File: src/sv/imu_tf_pkg.sv
`timescale 1ns / 1ps

package imu_tf_pkg;

  localparam int WordCount = 9;
  localparam int WordW     = 16;
  localparam int ByteW     = 8;
  localparam int PosW      = 5;
  localparam int WordIdxW  = 4;
  localparam int InDataW   = WordCount * WordW;

  localparam logic [ByteW-1:0] FRAME_HEAD    = 8'h88;
  localparam logic [ByteW-1:0] FUNC_RAW      = 8'hA1;
  localparam logic [ByteW-1:0] FUNC_ATTITUDE = 8'hAF;
  localparam logic [ByteW-1:0] LEN_RAW       = 8'd12;
  localparam logic [ByteW-1:0] LEN_ATTITUDE  = 8'd28;

  // Position of the checksum byte for each frame kind.
  localparam logic [PosW-1:0] LAST_POS_RAW      = 5'd15;
  localparam logic [PosW-1:0] LAST_POS_ATTITUDE = 5'd31;

  localparam logic KIND_RAW      = 1'b0;
  localparam logic KIND_ATTITUDE = 1'b1;

  typedef struct packed {
    logic load;
    logic advance;
  } dp_cmd_t;

  typedef struct packed {
    logic last;
  } dp_status_t;

endpackage

File: src/sv/imu_tf_ctrl.sv
`timescale 1ns / 1ps

module imu_tf_ctrl (
  input  logic                  clk,
  input  logic                  rst_n,
  input  logic                  in_tvalid,
  output logic                  in_tready,
  output logic                  out_tvalid,
  input  logic                  out_tready,
  output imu_tf_pkg::dp_cmd_t    cmd,
  input  imu_tf_pkg::dp_status_t status
);
  import imu_tf_pkg::*;

  typedef enum logic {
    ST_IDLE,
    ST_SEND
  } state_t;

  state_t state_r, state_nxt;
  logic   out_done;

  assign out_tvalid = (state_r == ST_SEND);
  assign out_done   = out_tvalid && out_tready && status.last;

  // A new sample set is taken in the same cycle the checksum byte leaves.
  assign in_tready   = (state_r == ST_IDLE) || out_done;
  assign cmd.load    = in_tvalid && in_tready;
  assign cmd.advance = out_tvalid && out_tready && !status.last;

  always_comb begin
    state_nxt = state_r;
    unique case (state_r)
      ST_IDLE: begin
        if (cmd.load) begin
          state_nxt = ST_SEND;
        end
      end
      ST_SEND: begin
        if (out_done && !cmd.load) begin
          state_nxt = ST_IDLE;
        end
      end
      default: state_nxt = ST_IDLE;
    endcase
  end

  always_ff @(posedge clk) begin
    if (!rst_n) begin
      state_r <= ST_IDLE;
    end else begin
      state_r <= state_nxt;
    end
  end

endmodule

File: src/sv/imu_tf_dp.sv
`timescale 1ns / 1ps

module imu_tf_dp (
  input  logic                                clk,
  input  logic                                rst_n,
  input  imu_tf_pkg::dp_cmd_t                 cmd,
  output imu_tf_pkg::dp_status_t              status,
  input  logic                                in_kind,
  input  logic [imu_tf_pkg::InDataW-1:0]      in_words,
  output logic [imu_tf_pkg::ByteW-1:0]        out_byte,
  output logic                                out_last
);
  import imu_tf_pkg::*;

  logic [WordW-1:0]    words_r [WordCount];
  logic                kind_r;
  logic [PosW-1:0]     pos_r, pos_nxt;
  logic [ByteW-1:0]    sum_r, sum_nxt;
  logic [ByteW-1:0]    byte_r, byte_nxt;
  logic                last_r, last_nxt;

  logic [PosW-1:0]     off;
  logic [PosW-1:0]     att_off;
  logic [WordIdxW-1:0] word_idx;
  logic                word_sel;
  logic [WordW-1:0]    word;
  logic [ByteW-1:0]    gen_byte;
  logic [PosW-1:0]     last_pos;

  assign pos_nxt  = pos_r + 5'd1;
  assign sum_nxt  = sum_r + byte_r;
  assign last_pos = kind_r ? LAST_POS_ATTITUDE : LAST_POS_RAW;

  // Payload offset of the next byte; header, function and length come first.
  assign off     = pos_nxt - 5'd3;
  assign att_off = off - 5'd18;

  always_comb begin
    word_sel = 1'b0;
    word_idx = '0;
    if (off < 5'd12) begin
      word_sel = 1'b1;
      word_idx = off[4:1];
    end else if (kind_r && off >= 5'd18 && off < 5'd24) begin
      word_sel = 1'b1;
      word_idx = 4'd6 + {1'b0, att_off[3:1]};
    end
  end

  assign word = words_r[word_idx];

  always_comb begin
    priority if (pos_nxt == 5'd1) begin
      gen_byte = kind_r ? FUNC_ATTITUDE : FUNC_RAW;
    end else if (pos_nxt == 5'd2) begin
      gen_byte = kind_r ? LEN_ATTITUDE : LEN_RAW;
    end else if (word_sel) begin
      gen_byte = off[0] ? word[7:0] : word[15:8];
    end else begin
      gen_byte = '0;
    end
  end

  always_comb begin
    if (pos_nxt == last_pos) begin
      byte_nxt = sum_nxt;
      last_nxt = 1'b1;
    end else begin
      byte_nxt = gen_byte;
      last_nxt = 1'b0;
    end
  end

  always_ff @(posedge clk) begin
    if (cmd.load) begin
      for (int i = 0; i < WordCount; i++) begin
        words_r[i] <= in_words[i*WordW +: WordW];
      end
      kind_r <= in_kind;
    end
  end

  always_ff @(posedge clk) begin
    if (!rst_n) begin
      pos_r  <= '0;
      sum_r  <= '0;
      byte_r <= '0;
      last_r <= 1'b0;
    end else if (cmd.load) begin
      pos_r  <= '0;
      sum_r  <= '0;
      byte_r <= FRAME_HEAD;
      last_r <= 1'b0;
    end else if (cmd.advance) begin
      pos_r  <= pos_nxt;
      sum_r  <= sum_nxt;
      byte_r <= byte_nxt;
      last_r <= last_nxt;
    end
  end

  assign status.last = last_r;
  assign out_byte    = byte_r;
  assign out_last    = last_r;

endmodule

File: src/sv/imu_telemetry_framer_core.sv
`timescale 1ns / 1ps
// Channel  | Ports                    | Contents
// ---------+--------------------------+---------------------------------------------
// input    | in_tvalid/tready/tdata   | tdata: nine 16-bit sample words, tuser: kind
// result   | out_tvalid/tready/tdata  | tdata: one frame byte, tlast: checksum byte
//
// A raw frame is 16 bytes and an attitude frame 32, sent one byte per cycle while
// out_tready is high, from a single output register fed by the byte sequencer.
// The next sample set is taken in the cycle the checksum byte is transferred.
// Reset is synchronous and active low; it returns the sequencer to idle.
// A stall on the result side holds the current byte and the whole frame.

module imu_telemetry_framer_core (
  input  logic                               clk,
  input  logic                               rst_n,
  input  logic                               in_tvalid,
  output logic                               in_tready,
  // accel_x, accel_y, accel_z, rate_x, rate_y, rate_z, roll_angle, pitch_angle,
  // yaw_angle
  input  logic [imu_tf_pkg::InDataW-1:0]     in_tdata,
  // action
  input  logic                               in_tuser,
  output logic                               out_tvalid,
  input  logic                               out_tready,
  // frame_byte
  output logic [imu_tf_pkg::ByteW-1:0]       out_tdata,
  output logic                               out_tlast
);
  import imu_tf_pkg::*;

  dp_cmd_t    cmd;
  dp_status_t status;

  imu_tf_ctrl u_ctrl (
    .clk        (clk),
    .rst_n      (rst_n),
    .in_tvalid  (in_tvalid),
    .in_tready  (in_tready),
    .out_tvalid (out_tvalid),
    .out_tready (out_tready),
    .cmd        (cmd),
    .status     (status)
  );

  imu_tf_dp u_dp (
    .clk      (clk),
    .rst_n    (rst_n),
    .cmd      (cmd),
    .status   (status),
    .in_kind  (in_tuser),
    .in_words (in_tdata),
    .out_byte (out_tdata),
    .out_last (out_tlast)
  );

  // Every frame starts with the header byte right after the sample set arrives.
  a_frame_start: assert property (@(posedge clk) disable iff (!rst_n)
    (in_tvalid && in_tready) |=> (out_tvalid && out_tdata == FRAME_HEAD && !out_tlast))
    else $error("frame did not start with header byte");

  // Input is taken only when no frame is pending or its checksum is leaving.
  a_no_overlap: assert property (@(posedge clk) disable iff (!rst_n)
    in_tready |-> (!out_tvalid || (out_tlast && out_tready)))
    else $error("input taken while a frame is in progress");

  // After the checksum transfer with no new sample set, the output goes quiet.
  a_frame_end: assert property (@(posedge clk) disable iff (!rst_n)
    (out_tvalid && out_tready && out_tlast && !(in_tvalid && in_tready)) |=> !out_tvalid)
    else $error("output still valid after the frame ended");

endmodule

File: config.mk
export PLATFORM = sky130hd
export DESIGN_NAME = imu_telemetry_framer_core
export DESIGN_NICKNAME = d
export VERILOG_FILES = /design/src/sv/imu_tf_pkg.sv /design/src/sv/imu_tf_ctrl.sv /design/src/sv/imu_tf_dp.sv /design/src/sv/imu_telemetry_framer_core.sv
export SDC_FILE = /design/constraint.sdc
export NUM_CORES = 1
export LEC_CHECK = 0
export BUFFER_PORTS_ARGS = -buffer_cell sky130_fd_sc_hd__buf_4
export CAP_MARGIN = 30
export CELL_PAD_IN_SITES_DETAIL_PLACEMENT = 1
export CELL_PAD_IN_SITES_GLOBAL_PLACEMENT = 1
export CORE_MARGIN = 2
export CORE_UTILIZATION = 44
export DETAILED_ROUTE_END_ITERATION = 8
export PLACE_DENSITY = 0.81
export SLEW_MARGIN = 20
export SYNTH_ARGS = -nofsm -noshare
export SYNTH_HDL_FRONTEND = slang
export SYNTH_SLANG_ARGS = --single-unit
File: constraint.sdc
create_clock -name clk -period 7.2 [get_ports clk]
set_clock_uncertainty 0.1 [all_clocks]
set_input_delay 1.44 -clock clk [delete_from_list [all_inputs] [get_ports clk]]
set_output_delay 1.44 -clock clk [all_outputs]
set_load 0.01 [all_outputs]
---- Yosys cells after proc, flatten, opt, wreduce, memory -nomap -nowiden ----
Memories as Yosys holds them, arrays and structs flattened.
Cells that the tools add are included.
word-level totals
  output and inout bits ................... 11
  register bits after elaboration ......... 24
  memories ................................ 1
  bits in writable memories ............... 144
cells by class
  bitwise gates (word level) .............. 2
  eq/ne operators ......................... 3
  reductions and logical operators ........ 12
  $lt $le $gt $ge ......................... 3
  add/sub/neg operators ................... 5
  multiplexer cells ....................... 19
memory list
  memory        depth  bits a word  rd ports  clocked after Yosys merged registers in  wr ports  line             source
  u_dp.words_r  9      16           1         0                                        9         imu_tf_dp.sv:15  logic [WordW-1:0] words_r [WordCount];
operator list
  cell                                                                   number
  8-bit two-way mux                                                      7
  4-bit two-way mux                                                      3
  5-bit two-way mux                                                      2
  8-bit adder                                                            1
  1-bit logical AND                                                      7
  1-bit two-way mux                                                      6
  5-bit by 1-bit adder with 5-bit output, second input constant          1
  5-bit by 1-bit equality test with 1-bit output, second input constant  1
  5-bit by 2-bit equality test with 1-bit output, second input constant  1
  5-bit equality test                                                    1
  5-bit >= comparator, second input constant                             1
  5-bit by 4-bit < comparator with 1-bit output, second input constant   1
  5-bit < comparator, second input constant                              1
  5-bit by 2-bit subtractor with 5-bit output, second input constant     1
  3-bit by 3-bit adder with 4-bit output, first input constant           1
  4-bit by 2-bit subtractor with 4-bit output, second input constant     1
  1-bit zero test                                                        2
  1-bit NOT                                                              2
  1-bit case mux with 2 select lines                                     1
  2-bit nonzero test                                                     1
  2-bit OR reduction                                                     1
  1-bit logical OR                                                       1

---- Logic depth before layout (Yosys ltp) ----
Gate-level depths: netlist of run 1.
An unclocked memory read counts as a cell.
  depth in word-level cells ............... 15
  depth in mapped cells ................... 18

---- Hierarchy ----
A second synthesis of run 1 with hierarchy kept.
second synthesis, totals
  cell total of the unflattened synthesis .. 561
  area, all modules ....................... 7,587.3 µm²
modules (own cells, without submodules)
  module       cells each  instances  area each (µm²)  seq. area each (µm²)
  imu_tf_dp    555         1          7,521.0          4,794.6
  imu_tf_ctrl  6           1          66.3             20.0

---- Worst setup path before layout of run 1 ----
OpenSTA, ideal clock, no wires.
  path kind ............................... input to register
  start ................................... input port out_tready
  end ..................................... register u_dp.byte_r[3] (netlist: u_dp.out_byte[3])
  stages on the path ...................... 7
  setup slack ............................. 1.464 ns
  data required time ...................... 7.040 ns
  buffers on the path ..................... 0
  arrival ................................. 5.576 ns
  cells stage by stage .................... nand2_1 > nand2_1 > nand2_1 > inv_1 > o21ai_0 > o2111ai_1 > and3_1
RTL lines
  what                  line                             source
  start, declared       imu_telemetry_framer_core.sv:24  input logic out_tready,
  end signal, assigned  imu_tf_dp.sv:97                  byte_r <= byte_nxt;
  end, declared         imu_tf_dp.sv:19                  logic [ByteW-1:0] byte_r, byte_nxt;

---- Worst setup path in the final report of run 1 ----
  start ................................... register u_dp.pos_r[0]
  end ..................................... register u_dp.byte_r[2] (netlist: u_dp.out_byte[2])
on the way
  longest elaborated chain between the ends .. 13
  elaborated cells on any way between the ends .. 22
RTL lines
  what                                                             line             source
  start, declared                                                  imu_tf_dp.sv:17  logic [PosW-1:0] pos_r, pos_nxt;
  start signal, assigned                                           imu_tf_dp.sv:95  pos_r <= pos_nxt;
  5-bit by 1-bit adder with 5-bit output (*)                       imu_tf_dp.sv:30  assign pos_nxt = pos_r + 5'd1;
  net u_dp.pos_nxt[0]                                              imu_tf_dp.sv:17
  branches (longest 11 deep; another with memory read 9 x 16 bit)  --
  8-bit two-way mux (*)                                            imu_tf_dp.sv:65  if (pos_nxt == last_pos) begin
Mark *: on every way through the listed nets, which the timed path passes.
A chain may end at the register's enable or synchronous reset.

==> out/metrics.yaml, run 1 <==
run_status:
  status: "complete, no violations"
setup_path:
  crit_top_cell: "ha_1"
  critPathLaunchType: "flip-flop"
  required_ns: 7.42
  crit_chain: "buf_4 > inv_1 > ha_1 > o21a_1 > nor3_1 > or2_1 > xnor2_1 > ha_1 > nand2_1 > a21oi_2 > and2_1 > a22oi_1 > o21ai_0 > o2111ai_1 > a21o_1"
  cp_max_fo: 21
  critPathArrivalTime_ns: 5.29
  path_class: "flip-flop to flip-flop"
  slowest_stage: "a21oi_2"
  slowest_delay_ns: 0.68
  endpoint_kind: "flip-flop"
cts:
  cts_tree: "done"
  root_buffer: "clkbuf_16"
  numClockSinks: 168
  clk_pin_slew_worst_paths_ns: 0.06
  clk_latency_ns: 0.42
  cts_setup_buffers: 0
  htreeDepth: 4
  cts_hold_buf: 0
  cts_buffers: 17
  cts_buffer_depth: 2
  post_cts_resized: 0
sta:
  worst_pin_slew_ns: 0.9010
  post-route-period-util_pct: 70.44
  finalCriticalPeriod_ns: 5.072
  setup_viol: 0
  slew_violations: 0
  rsz0062_at_grt: "false"
  slew_headroom_pct: 38.38
  fmax_mhz: 197.2
  fin_setup_tns_ns: 0
  hold_violations: 0
place:
  place_congestion: 0.8646
  io_buffer_count: 159
  hpwl_um: 15000
synthesis:
  synth-edff-count: 145
  synth_seq_cells: 168
  synth_area_leaders: "edfxtp_1 58%, mux2i_1 6.9%, dfxtp_1 6.1%, mux2_2 3.0%, nand2_1 2.4%"
  yosysUniqueCellTypes: 59
  synth.yosys.seq_area_share_pct: 63.66
  syn_area_sq_um: 7564
  yosys_warnings: 0
  synth_top_cell_area_share_pct: 57.57
  synthFlopType: "edfxtp_1"
  syn-mean-instance-area_sq_um: 13.46
  syn-num-nets: 726
  yosys.area.top_type: "edfxtp_1"
  netlist_instances: 562
  async_flop_share_pct: 0
drt:
  routedWlPerCell_um: 22.32
  via_per_inst: 5.533
  drc: 0
  first_pass_iters: 5
  num_vias: 5284
  ant_nets: 0
  drtIter0Drc: 304
  wl_um: 21320
pwr:
  p_per_area_nw_per_um2: 233.3
  peakVddDrop_v: 0.0001954
  finalPower_mw: 2.233
  leakagePower_nw: 3.515
floorplanning:
  core_sq_um: 16700
  pin_count: 160
  start_util_pct: 45.29
  num_rows: 47
  die_height_um: 135.1
  die_width_um: 135.1
  die_area_sq_um: 18250
layout:
  final_layout_size_suffix_gt1_share_pct: 31.56
  n_antenna_cell: 0
  fillers: 1706
  mostFrequentLayoutCell: "buf_4"
  seq_area_sq_um: 4815
  nNetsFinal: 886
  final_cell_mix: "166 x buf_4, 145 x edfxtp_1, 51 x mux2i_1, 49 x nand2_1, 35 x nor2_1"
  multi_input_area_sq_um: 2566
  area_delta_synth_final_pct: 26.53
flow_run:
  maxCapViolations: 0
global_route:
  antenna_found_initial: 0
  grt_usage_pct: 24.07
  grt_pass1_wl_um: 32810
  grt_pass1_vias: 5806
  grt_max_degree: 80
  grt-ovfl-total: 0
hold_path:
  hold_path.class: "flip-flop to flip-flop"
-- final timing paths --
path	startpoint	endpoint	slack, ns	cells past startpoint
worst min register to register	u_dp.sum_r[0]	u_dp.sum_r[0]	0.37	2
worst min-delay path	u_dp.sum_r[0]	u_dp.sum_r[0]	0.37	2
worst max-delay path	u_dp.pos_r[0]	u_dp.out_byte[2]	2.13	15
worst max register to register	u_dp.pos_r[0]	u_dp.out_byte[2]	2.13	15
-- where the power goes --
| group | leakage [nW] | internal (mW) | switching, mW |
|---|---|---|---|
| clock | 0.280 | 0.513 | 0.389 |
| sequential | 1.57 | 1.12 | 0.0205 |
| combinational | 1.67 | 0.0940 | 0.101 |
| total | 3.52 | 1.72 | 0.510 |
-- critical path, delay by kind of cell, from the launching register on --
| kind | cells | cell delay [ns] |
|---|---|---|
| adders and majority gates | 2 | 0.75 |
| and+or+nand+nor | 4 | 1.39 |
| xor gates and xnor gates | 1 | 0.11 |
| buffers and inverters | 2 | 0.59 |
| DFF | 1 | 0.44 |
| AOI/OAI and AO/OA | 6 | 1.58 |
-- per-layer routing --
metal,vias to the layer above,share of wire (%),global-route usage (%)
met3,24,4.9,4.505
li1,2453,-,-
met2,186,52,42.75
met5,-,0,0
met4,0,1.3,5.961
met1,2621,42,30.49
-- cell type report --
cell class                 count  area share, %
sequential                   168          50.31
multi-input combinational    355          26.81
timing repair buffer         168          13.44
clock buffer                  17          4.445
tap                          220          2.876
clock inverter                15          1.595
inverter                      12         0.5229
-- flip-flops by register name, indices dropped and copies added (netlist names) --
register / cells
u_dp.out_byte: 8
u_dp.pos_r: 5
u_dp.out_last: 1
u_dp.kind_r: 1
u_dp.words_r: 144
u_ctrl.out_tvalid: 1
u_dp.sum_r: 8
-- cells by family (layout without fill, tap and decap cells) --
| kind of cell | after synthesis | count (layout) | share of synthesized area [%] |
|---|---|---|---|
| buffers and inverters | 39 | 212 | 2.481 |
| AO/OA/AOI/OAI | 114 | 114 | 10.27 |
| XOR/XNOR | 18 | 18 | 2.084 |
| flip-flops | 168 | 168 | 63.66 |
| adder cells (fa/ha/maj) | 15 | 15 | 2.581 |
| multiplexers | 75 | 75 | 10.75 |
| AND/OR/NAND/NOR | 133 | 133 | 8.172 |
-- through the flow --
step	instance area (sq um)	cells	setup WS, ns	hold WS (ns)	utilization (%)
finish	9570	955	2.128	0.3680	57.30
global route	9570	955	1.805	0.3949	57.30
CTS	9550	954	2.169	0.3706	57.18
detailed placement	8972	922	2.295	0.3617	53.72
global placement	8952	921	2.402	0.3464	53.60
floorplan	7564	562	1.464	0.3400	-
-- Yosys cell counts, drive strengths merged, types with 5 or more instances --
cell and number:
nor2 35, buf 16, mux2 20, nor3 8, dfxtp 23, clkbuf 11
nand2 49, and2 11, o21ai 21, edfxtp 145, o211ai 6, mux2i 52
nand3 5, a211oi 7, ha 14, inv 12, a21oi 27, xor2 5
xnor2 13, a31oi 9
(Power assumes the default switching activity.)
==> run 2, diff against run 1 <==
==> constraint.sdc (replaced) <==
create_clock -name clk -period 5 [get_ports clk]
set_clock_uncertainty 0.1 [all_clocks]
set_input_delay 1 -clock clk [delete_from_list [all_inputs] [get_ports clk]]
set_output_delay 1 -clock clk [all_outputs]
set_load 0.01 [all_outputs]
==> run 2 against run 1 <==
Against the previous run: largest cell class unchanged; combinational power up 43%; highest routed layer unchanged; sequential share of layout area grew 0.13 points; via count is 0.38% lower; cell count grew 0.31%; largest power group unchanged; critical path depth unchanged; global-route usage decreased by 0.44 points; register-to-register slack got worse by 1.8 ns; worst hold slack gained 0.011 ns; clock-buffer cell count grew 2; non-clock buffer count is 3 higher; fmax rose by 8.0%; flip-flop and latch count did not move.
==> out/metrics.yaml, run 2 (synthesis gave the netlist of run 1 again) <==
cts:
  cts_buffer_depth: 2  # unchanged
  cts_buffers: 17  # unchanged
  root_buffer: "clkbuf_16"  # unchanged
  htreeDepth: 4  # unchanged
  numClockSinks: 168  # unchanged
  clk_latency_ns: 0.43  # was 0.42 ns
  clk_pin_slew_worst_paths_ns: 0.07  # was 0.06 ns
  cts_tree: "done"  # unchanged
  cts_setup_buffers: 0  # unchanged
  post_cts_resized: 0  # unchanged
  cts_hold_buf: 0  # unchanged
floorplanning:
  die_width_um: 135.1  # unchanged
  die_height_um: 135.1  # unchanged
  die_area_sq_um: 18250  # unchanged
  pin_count: 160  # unchanged
  num_rows: 47  # unchanged
  core_sq_um: 16700  # unchanged
  start_util_pct: 45.29  # unchanged
place:
  hpwl_um: 15590  # was 15,000 um
  io_buffer_count: 159  # unchanged
  place_congestion: 0.8709  # was 0.8646
  post-place-cells: 926  # was 922
layout:
  largest_register_ff_count: 144  # unchanged
  fin_cells: 958  # was 955
  top_register: "u_dp.words_r"  # unchanged
  nNetsFinal: 889  # was 886
  area_delta_synth_final_pct: 26.22  # was 26.53%
  mostFrequentLayoutCell: "buf_4"  # unchanged
  n_antenna_cell: 0  # unchanged
  postLayoutCoreUtil_pct: 57.16  # was 57.30%
  final_layout_size_suffix_gt1_share_pct: 32.25  # was 31.56%
  fillers: 1697  # was 1,706
  final_cell_mix: "170 x buf_4, 145 x edfxtp_1, 51 x mux2i_1, 49 x nand2_1, 35 x nor2_1"  # was 166 x buf_4, 145 x edfxtp_1, 51 x mux2i_1, 49 x nand2_1, 35 x nor2_1
pwr:
  peakVddDrop_v: 0.0002349  # was 0.0001954 V
  pwr-share-clk_pct: 38.5  # was 40.4%
  p_per_area_nw_per_um2: 326.6  # was 233.3 nW/um^2
  switching_share_pct: 23.49  # was 22.83%
  p_comb_share_pct: 9.0  # was 8.7%
  finalPower_mw: 3.118  # was 2.233 mW
  p_seq_share_pct: 52.6  # was 50.9%
  leakagePower_nw: 3.524  # was 3.515 nW
  power.internal_mw: 2.386  # was 1.723 mW
  switchingPower_mw: 0.7324  # was 0.5097 mW
global_route:
  grt-ovfl-total: 0  # unchanged
  grt_max_degree: 146  # was 80
  antenna_found_initial: 0  # unchanged
  grt_pass1_wl_um: 32050  # was 32,810 um
  grt_usage_pct: 23.64  # was 24.07%
  grt_pass1_vias: 5775  # was 5,806
setup_path:
  crit_top_cell: "ha_1"  # unchanged
  critPathLaunchType: "flip-flop"  # unchanged
  required_ns: 5.21  # was 7.42 ns
  crit_chain: "inv_1 > ha_1 > xnor2_1 > xnor2_2 > ha_1 > nand2b_1 > a21oi_1 > nand2_1 > mux2i_1 > and2_2 > buf_4 > mux2_2 > o211ai_1 > nand3_1 > a31o_2"  # was buf_4 > inv_1 > ha_1 > o21a_1 > nor3_1 > or2_1 > xnor2_1 > ha_1 > nand2_1 > a21oi_2 > and2_1 > a22oi_1 > o21ai_0 > o2111ai_1 > a21o_1
  slowest_stage: "dfxtp_1"  # was a21oi_2
  critPathArrivalTime_ns: 4.90  # was 5.29 ns
  reg2reg_to: "u_dp.out_byte[1]"  # was u_dp.out_byte[2]
  slowest_delay_ns: 0.59  # was 0.68 ns
  timing.rr.start: "u_dp.pos_r[0]"  # unchanged
  path_class: "flip-flop to flip-flop"  # unchanged
  rrSetupSlack_ns: 0.31  # was 2.13 ns
  rr_worst_depth: 15  # unchanged
  endpoint_kind: "flip-flop"  # unchanged
  cp_max_fo: 18  # was 21
run_status:
  status: "complete, no violations"  # unchanged
drt:
  drc: 0  # unchanged
  first_pass_iters: 4  # was 5
  drtIter0Drc: 311  # was 304
  routedWlPerCell_um: 22.05  # was 22.32 um
  ant_nets: 0  # unchanged
  via_per_inst: 5.495  # was 5.533
  wl_um: 21120  # was 21,320 um
  num_vias: 5264  # was 5,284
sta:
  setup_viol: 0  # unchanged
  rsz0062_at_grt: "false"  # unchanged
  fin_setup_tns_ns: 0  # unchanged
  slew_violations: 0  # unchanged
  post-route-period-util_pct: 93.89  # was 70.44%
  fmax_mhz: 213.0  # was 197.2 MHz
  slew_headroom_pct: 47.08  # was 38.38%
  worst_pin_slew_ns: 0.7938  # was 0.9010 ns
  finalCriticalPeriod_ns: 4.695  # was 5.072 ns
  hold_violations: 0  # unchanged
hold_path:
  hold_depth: 2  # unchanged
  min_to: "u_dp.sum_r[6]"  # was u_dp.sum_r[0]
  hold_path.class: "flip-flop to flip-flop"  # unchanged
  min_from: "u_dp.sum_r[6]"  # was u_dp.sum_r[0]
flow_run:
  maxCapViolations: 0  # unchanged
run 2: changes by cell type in the layout (fill, tap and decap cells not counted), moves of 2 or more:
cell,previous run,this run
clkinv_2,3,6
bufinv_16,2,0
buf_4,166,170
clkbuf_1,0,2
clkinv_1,2,0
run 2: area by class of cell:
cell class / count / area [sq um] / area share (%)
well taps: 220 / 275.3 / 2.883
clock buffers: 19 / 432.9 / 4.535
repair buffers: 171 / 1296 / 13.58
flip-flops and latches: 168 / 4815 / 50.43
inverters: 12 / 48.80 / 0.5111
clock inverters: 13 / 93.84 / 0.9830
multi-input cells: 355 / 2585 / 27.08
run 2: worst max-delay path: cells and delay by family (launching register included):
family                     cells  cell delay (ns)
AOI/OAI and AO/OA              3             0.85
and+or+nand+nor                4             0.74
buffers and inverters          2             0.60
DFF                            1             0.59
adders and majority gates      2             0.58
muxes                          2             0.56
xor gates and xnor gates       2             0.55
run 2: power groups by stage:
| stage | logic, mW | registers, mW | clock network [mW] |
|---|---|---|---|
| finish | 0.279 | 1.64 | 1.20 |
| global route | 0.299 | 1.64 | 1.28 |
| CTS | 0.280 | 1.64 | 1.22 |
| detailed placement | 0.277 | 1.67 | 0 |
| global placement | 0.266 | 1.66 | 0 |
| floorplan | 0.123 | 1.66 | 0 |
run 2: routing by layer:
| layer | global-route usage, % | vias to the layer above | wire [um] |
|---|---|---|---|
| li1 | - | 2449 | - |
| met1 | 29.52 | 2627 | 8847 |
| met2 | 41.34 | 158 | 10890 |
| met3 | 5.105 | 30 | 938 |
| met4 | 7.060 | 0 | 444 |
| met5 | 0 | - | 0 |
run 2: per-stage QoR:
step	hold WS [ns]	cell area, sq um	setup WS, ns
after global placement	0.3493	9001	0.1631
after CTS	0.3806	9528	0.01996
final	0.3790	9547	0.3054
after detailed placement	0.3712	9001	0.03441
after global routing	0.4046	9547	0.01058
after floorplan	0.3400	7567	0.6185
run 2: worst max path at each step:
stage / startpoint / to / cells past startpoint / slack, ns
finish: u_dp.pos_r[0] / u_dp.out_byte[1] / 15 / 0.31
global route: u_dp.pos_r[0] / u_dp.out_byte[2] / 16 / 0.01
CTS: u_dp.pos_r[0] / u_dp.out_byte[1] / 15 / 0.02
detailed placement: u_dp.pos_r[0] / u_dp.out_byte[1] / 15 / 0.03
global placement: u_dp.pos_r[0] / u_dp.out_byte[1] / 15 / 0.16
floorplan: out_tready / u_dp.out_byte[3] / 7 / 0.62
==> run 3, diff against run 2 <==
--- a/config.mk
+++ b/config.mk
@@ -7,7 +7,7 @@
 export LEC_CHECK = 0
 export BUFFER_PORTS_ARGS = -buffer_cell sky130_fd_sc_hd__buf_4
 export CAP_MARGIN = 30
-export CELL_PAD_IN_SITES_DETAIL_PLACEMENT = 1
+export CELL_PAD_IN_SITES_DETAIL_PLACEMENT = 0
 export CELL_PAD_IN_SITES_GLOBAL_PLACEMENT = 1
 export CORE_MARGIN = 2
 export CORE_UTILIZATION = 44
==> run 3 against run 2 <==
Against the previous run: via count decreased by 3.0%; critical path type unchanged; flip-flop and latch count stayed put; register-to-register slack improved by 0.14 ns; non-clock buffer count stayed put; critical path depth decreased by 1; total power grew 3.1%; routed wire length shrank 15%; utilization is 0.32 points higher; design area increased by 0.56%.
==> out/metrics.yaml, run 3 (synthesis gave the netlist of run 1 again) <==
sta:
  finalCriticalPeriod_ns: 4.557  # was 4.695 ns
  fin_setup_tns_ns: 0  # unchanged
  hold_violations: 0  # unchanged
  setup_viol: 0  # unchanged
  fmax_mhz: 219.4  # was 213.0 MHz
  slew_headroom_pct: 43.48  # was 47.08%
  worst_pin_slew_ns: 0.8313  # was 0.7938 ns
  slew_violations: 0  # unchanged
  rsz0062_at_grt: "false"  # unchanged
  post-route-period-util_pct: 91.14  # was 93.89%
layout:
  area_delta_synth_final_pct: 26.93  # was 26.22%
  multi_input_area_sq_um: 2576  # was 2585 sq um
  n_antenna_cell: 0  # unchanged
  top_register: "u_dp.words_r"  # unchanged
  final_layout_size_suffix_gt1_share_pct: 31.44  # was 32.25%
  stdcell_area_sq_um: 9600  # was 9547 sq um
  mostFrequentLayoutCell: "buf_4"  # unchanged
  final_cell_mix: "170 x buf_4, 145 x edfxtp_1, 51 x mux2i_1, 49 x nand2_1, 35 x nor2_1"  # unchanged
  nNetsFinal: 889  # unchanged
  seq_area_sq_um: 4815  # unchanged
  largest_register_ff_count: 144  # unchanged
  fillers: 1401  # was 1,697
place:
  dpl_cell_area_sq_um: 9001  # unchanged
  place_congestion: 0.8709  # unchanged
  hpwl_um: 13530  # was 15,590 um
  io_buffer_count: 159  # unchanged
cts:
  cts_buffers: 17  # unchanged
  root_buffer: "clkbuf_16"  # unchanged
  cts_hold_buf: 0  # unchanged
  cts_tree: "done"  # unchanged
  cts_buffer_depth: 2  # unchanged
  clk_pin_slew_worst_paths_ns: 0.06  # was 0.07 ns
  htreeDepth: 4  # unchanged
  clk_latency_ns: 0.42  # was 0.43 ns
  numClockSinks: 168  # unchanged
drt:
  routedWlPerCell_um: 18.73  # was 22.05 um
  first_pass_iters: 5  # was 4
  num_vias: 5104  # was 5,264
  via_per_inst: 5.328  # was 5.495
  ant_nets: 0  # unchanged
  wl_um: 17950  # was 21,120 um
  drtIter0Drc: 307  # was 311
  drc: 0  # unchanged
hold_path:
  hold_path.class: "flip-flop to flip-flop"  # unchanged
pwr:
  leakagePower_nw: 3.534  # was 3.524 nW
  finalPower_mw: 3.215  # was 3.118 mW
  p_per_area_nw_per_um2: 334.9  # was 326.6 nW/um^2
  peakVddDrop_v: 0.0002389  # was 0.0002349 V
floorplanning:
  die_area_sq_um: 18250  # unchanged
  die_height_um: 135.1  # unchanged
  pin_count: 160  # unchanged
  core_sq_um: 16700  # unchanged
  start_util_pct: 45.29  # unchanged
  num_rows: 47  # unchanged
  die_width_um: 135.1  # unchanged
run_status:
  status: "complete, no violations"  # unchanged
global_route:
  grt_pass1_vias: 5208  # was 5,775
  grt_usage_pct: 20.17  # was 23.64%
  grt_max_degree: 146  # unchanged
  grt-ovfl-total: 0  # unchanged
  grt_pass1_wl_um: 27550  # was 32,050 um
  antenna_found_initial: 0  # unchanged
setup_path:
  cp_max_fo: 14  # was 18
  critPathLaunchType: "flip-flop"  # unchanged
  required_ns: 5.21  # about the same
  path_class: "flip-flop to flip-flop"  # unchanged
  endpoint_kind: "flip-flop"  # unchanged
  critPathArrivalTime_ns: 4.77  # was 4.90 ns
flow_run:
  maxCapViolations: 0  # unchanged
[run 3: area by class of cell]
type	count	area share, %
multi-input cells	355	26.83
flip-flops and latches	168	50.15
clock buffers	23	4.666
repair buffers	171	13.50
well taps	220	2.867
clock inverters	9	1.473
inverters	12	0.5083
[run 3: worst paths after layout]
kind / start / endpoint / slack (ns) / cells after the start
setup reg to reg: u_dp.pos_r[0] / u_dp.out_byte[1] / 0.44 / 14
setup / recovery: u_dp.pos_r[0] / u_dp.out_byte[1] / 0.44 / 14
hold / removal: u_dp.sum_r[6] / u_dp.sum_r[6] / 0.36 / 2
hold reg to reg: u_dp.sum_r[6] / u_dp.sum_r[6] / 0.36 / 2
[run 3: routing by layer]
| metal | routed length [um] | global-route usage, % |
|---|---|---|
| met2 | 8793 | 32.66 |
| met1 | 8028 | 27.34 |
| met5 | 0 | 0 |
| met3 | 937 | 4.880 |
| met4 | 187 | 5.556 |
[run 3: what timing repair did]
action,CTS,global route
setup endpoints to repair,0,1
buffers inserted,0,0
gates resized for setup,0,3
[run 3: report_power, final]
| part | switching (mW) | total, mW | internal [mW] |
|---|---|---|---|
| Combinational | 0.134 | 0.269 | 0.135 |
| Sequential | 0.0256 | 1.63 | 1.61 |
| Clock | 0.519 | 1.31 | 0.792 |
[run 3: metrics by stage]
step	instances	hold slack, ns	utilization (%)	setup slack (ns)
CTS	958	0.3659	57.42	0.1321
detailed placement	926	0.3573	53.90	0.1516
floorplan	562	0.3400	-	0.6185
finish	958	0.3635	57.48	0.4430
global placement	926	0.3493	53.90	0.1631
global route	958	0.3933	57.48	0.1024
[run 3: critical path, cell delays in order, from the launching register on]
cell       delay, ns
dfxtp_1         0.57
inv_1           0.25
ha_1            0.35
xnor2_1         0.19
xnor2_2         0.31
ha_1            0.22
nand2b_1        0.06
a21oi_1         0.35
nor4b_1         0.41
mux2_2          0.38
buf_4           0.25
nand2_1         0.08
a2111oi_1       0.54
nor4_1          0.16
a31o_2          0.23
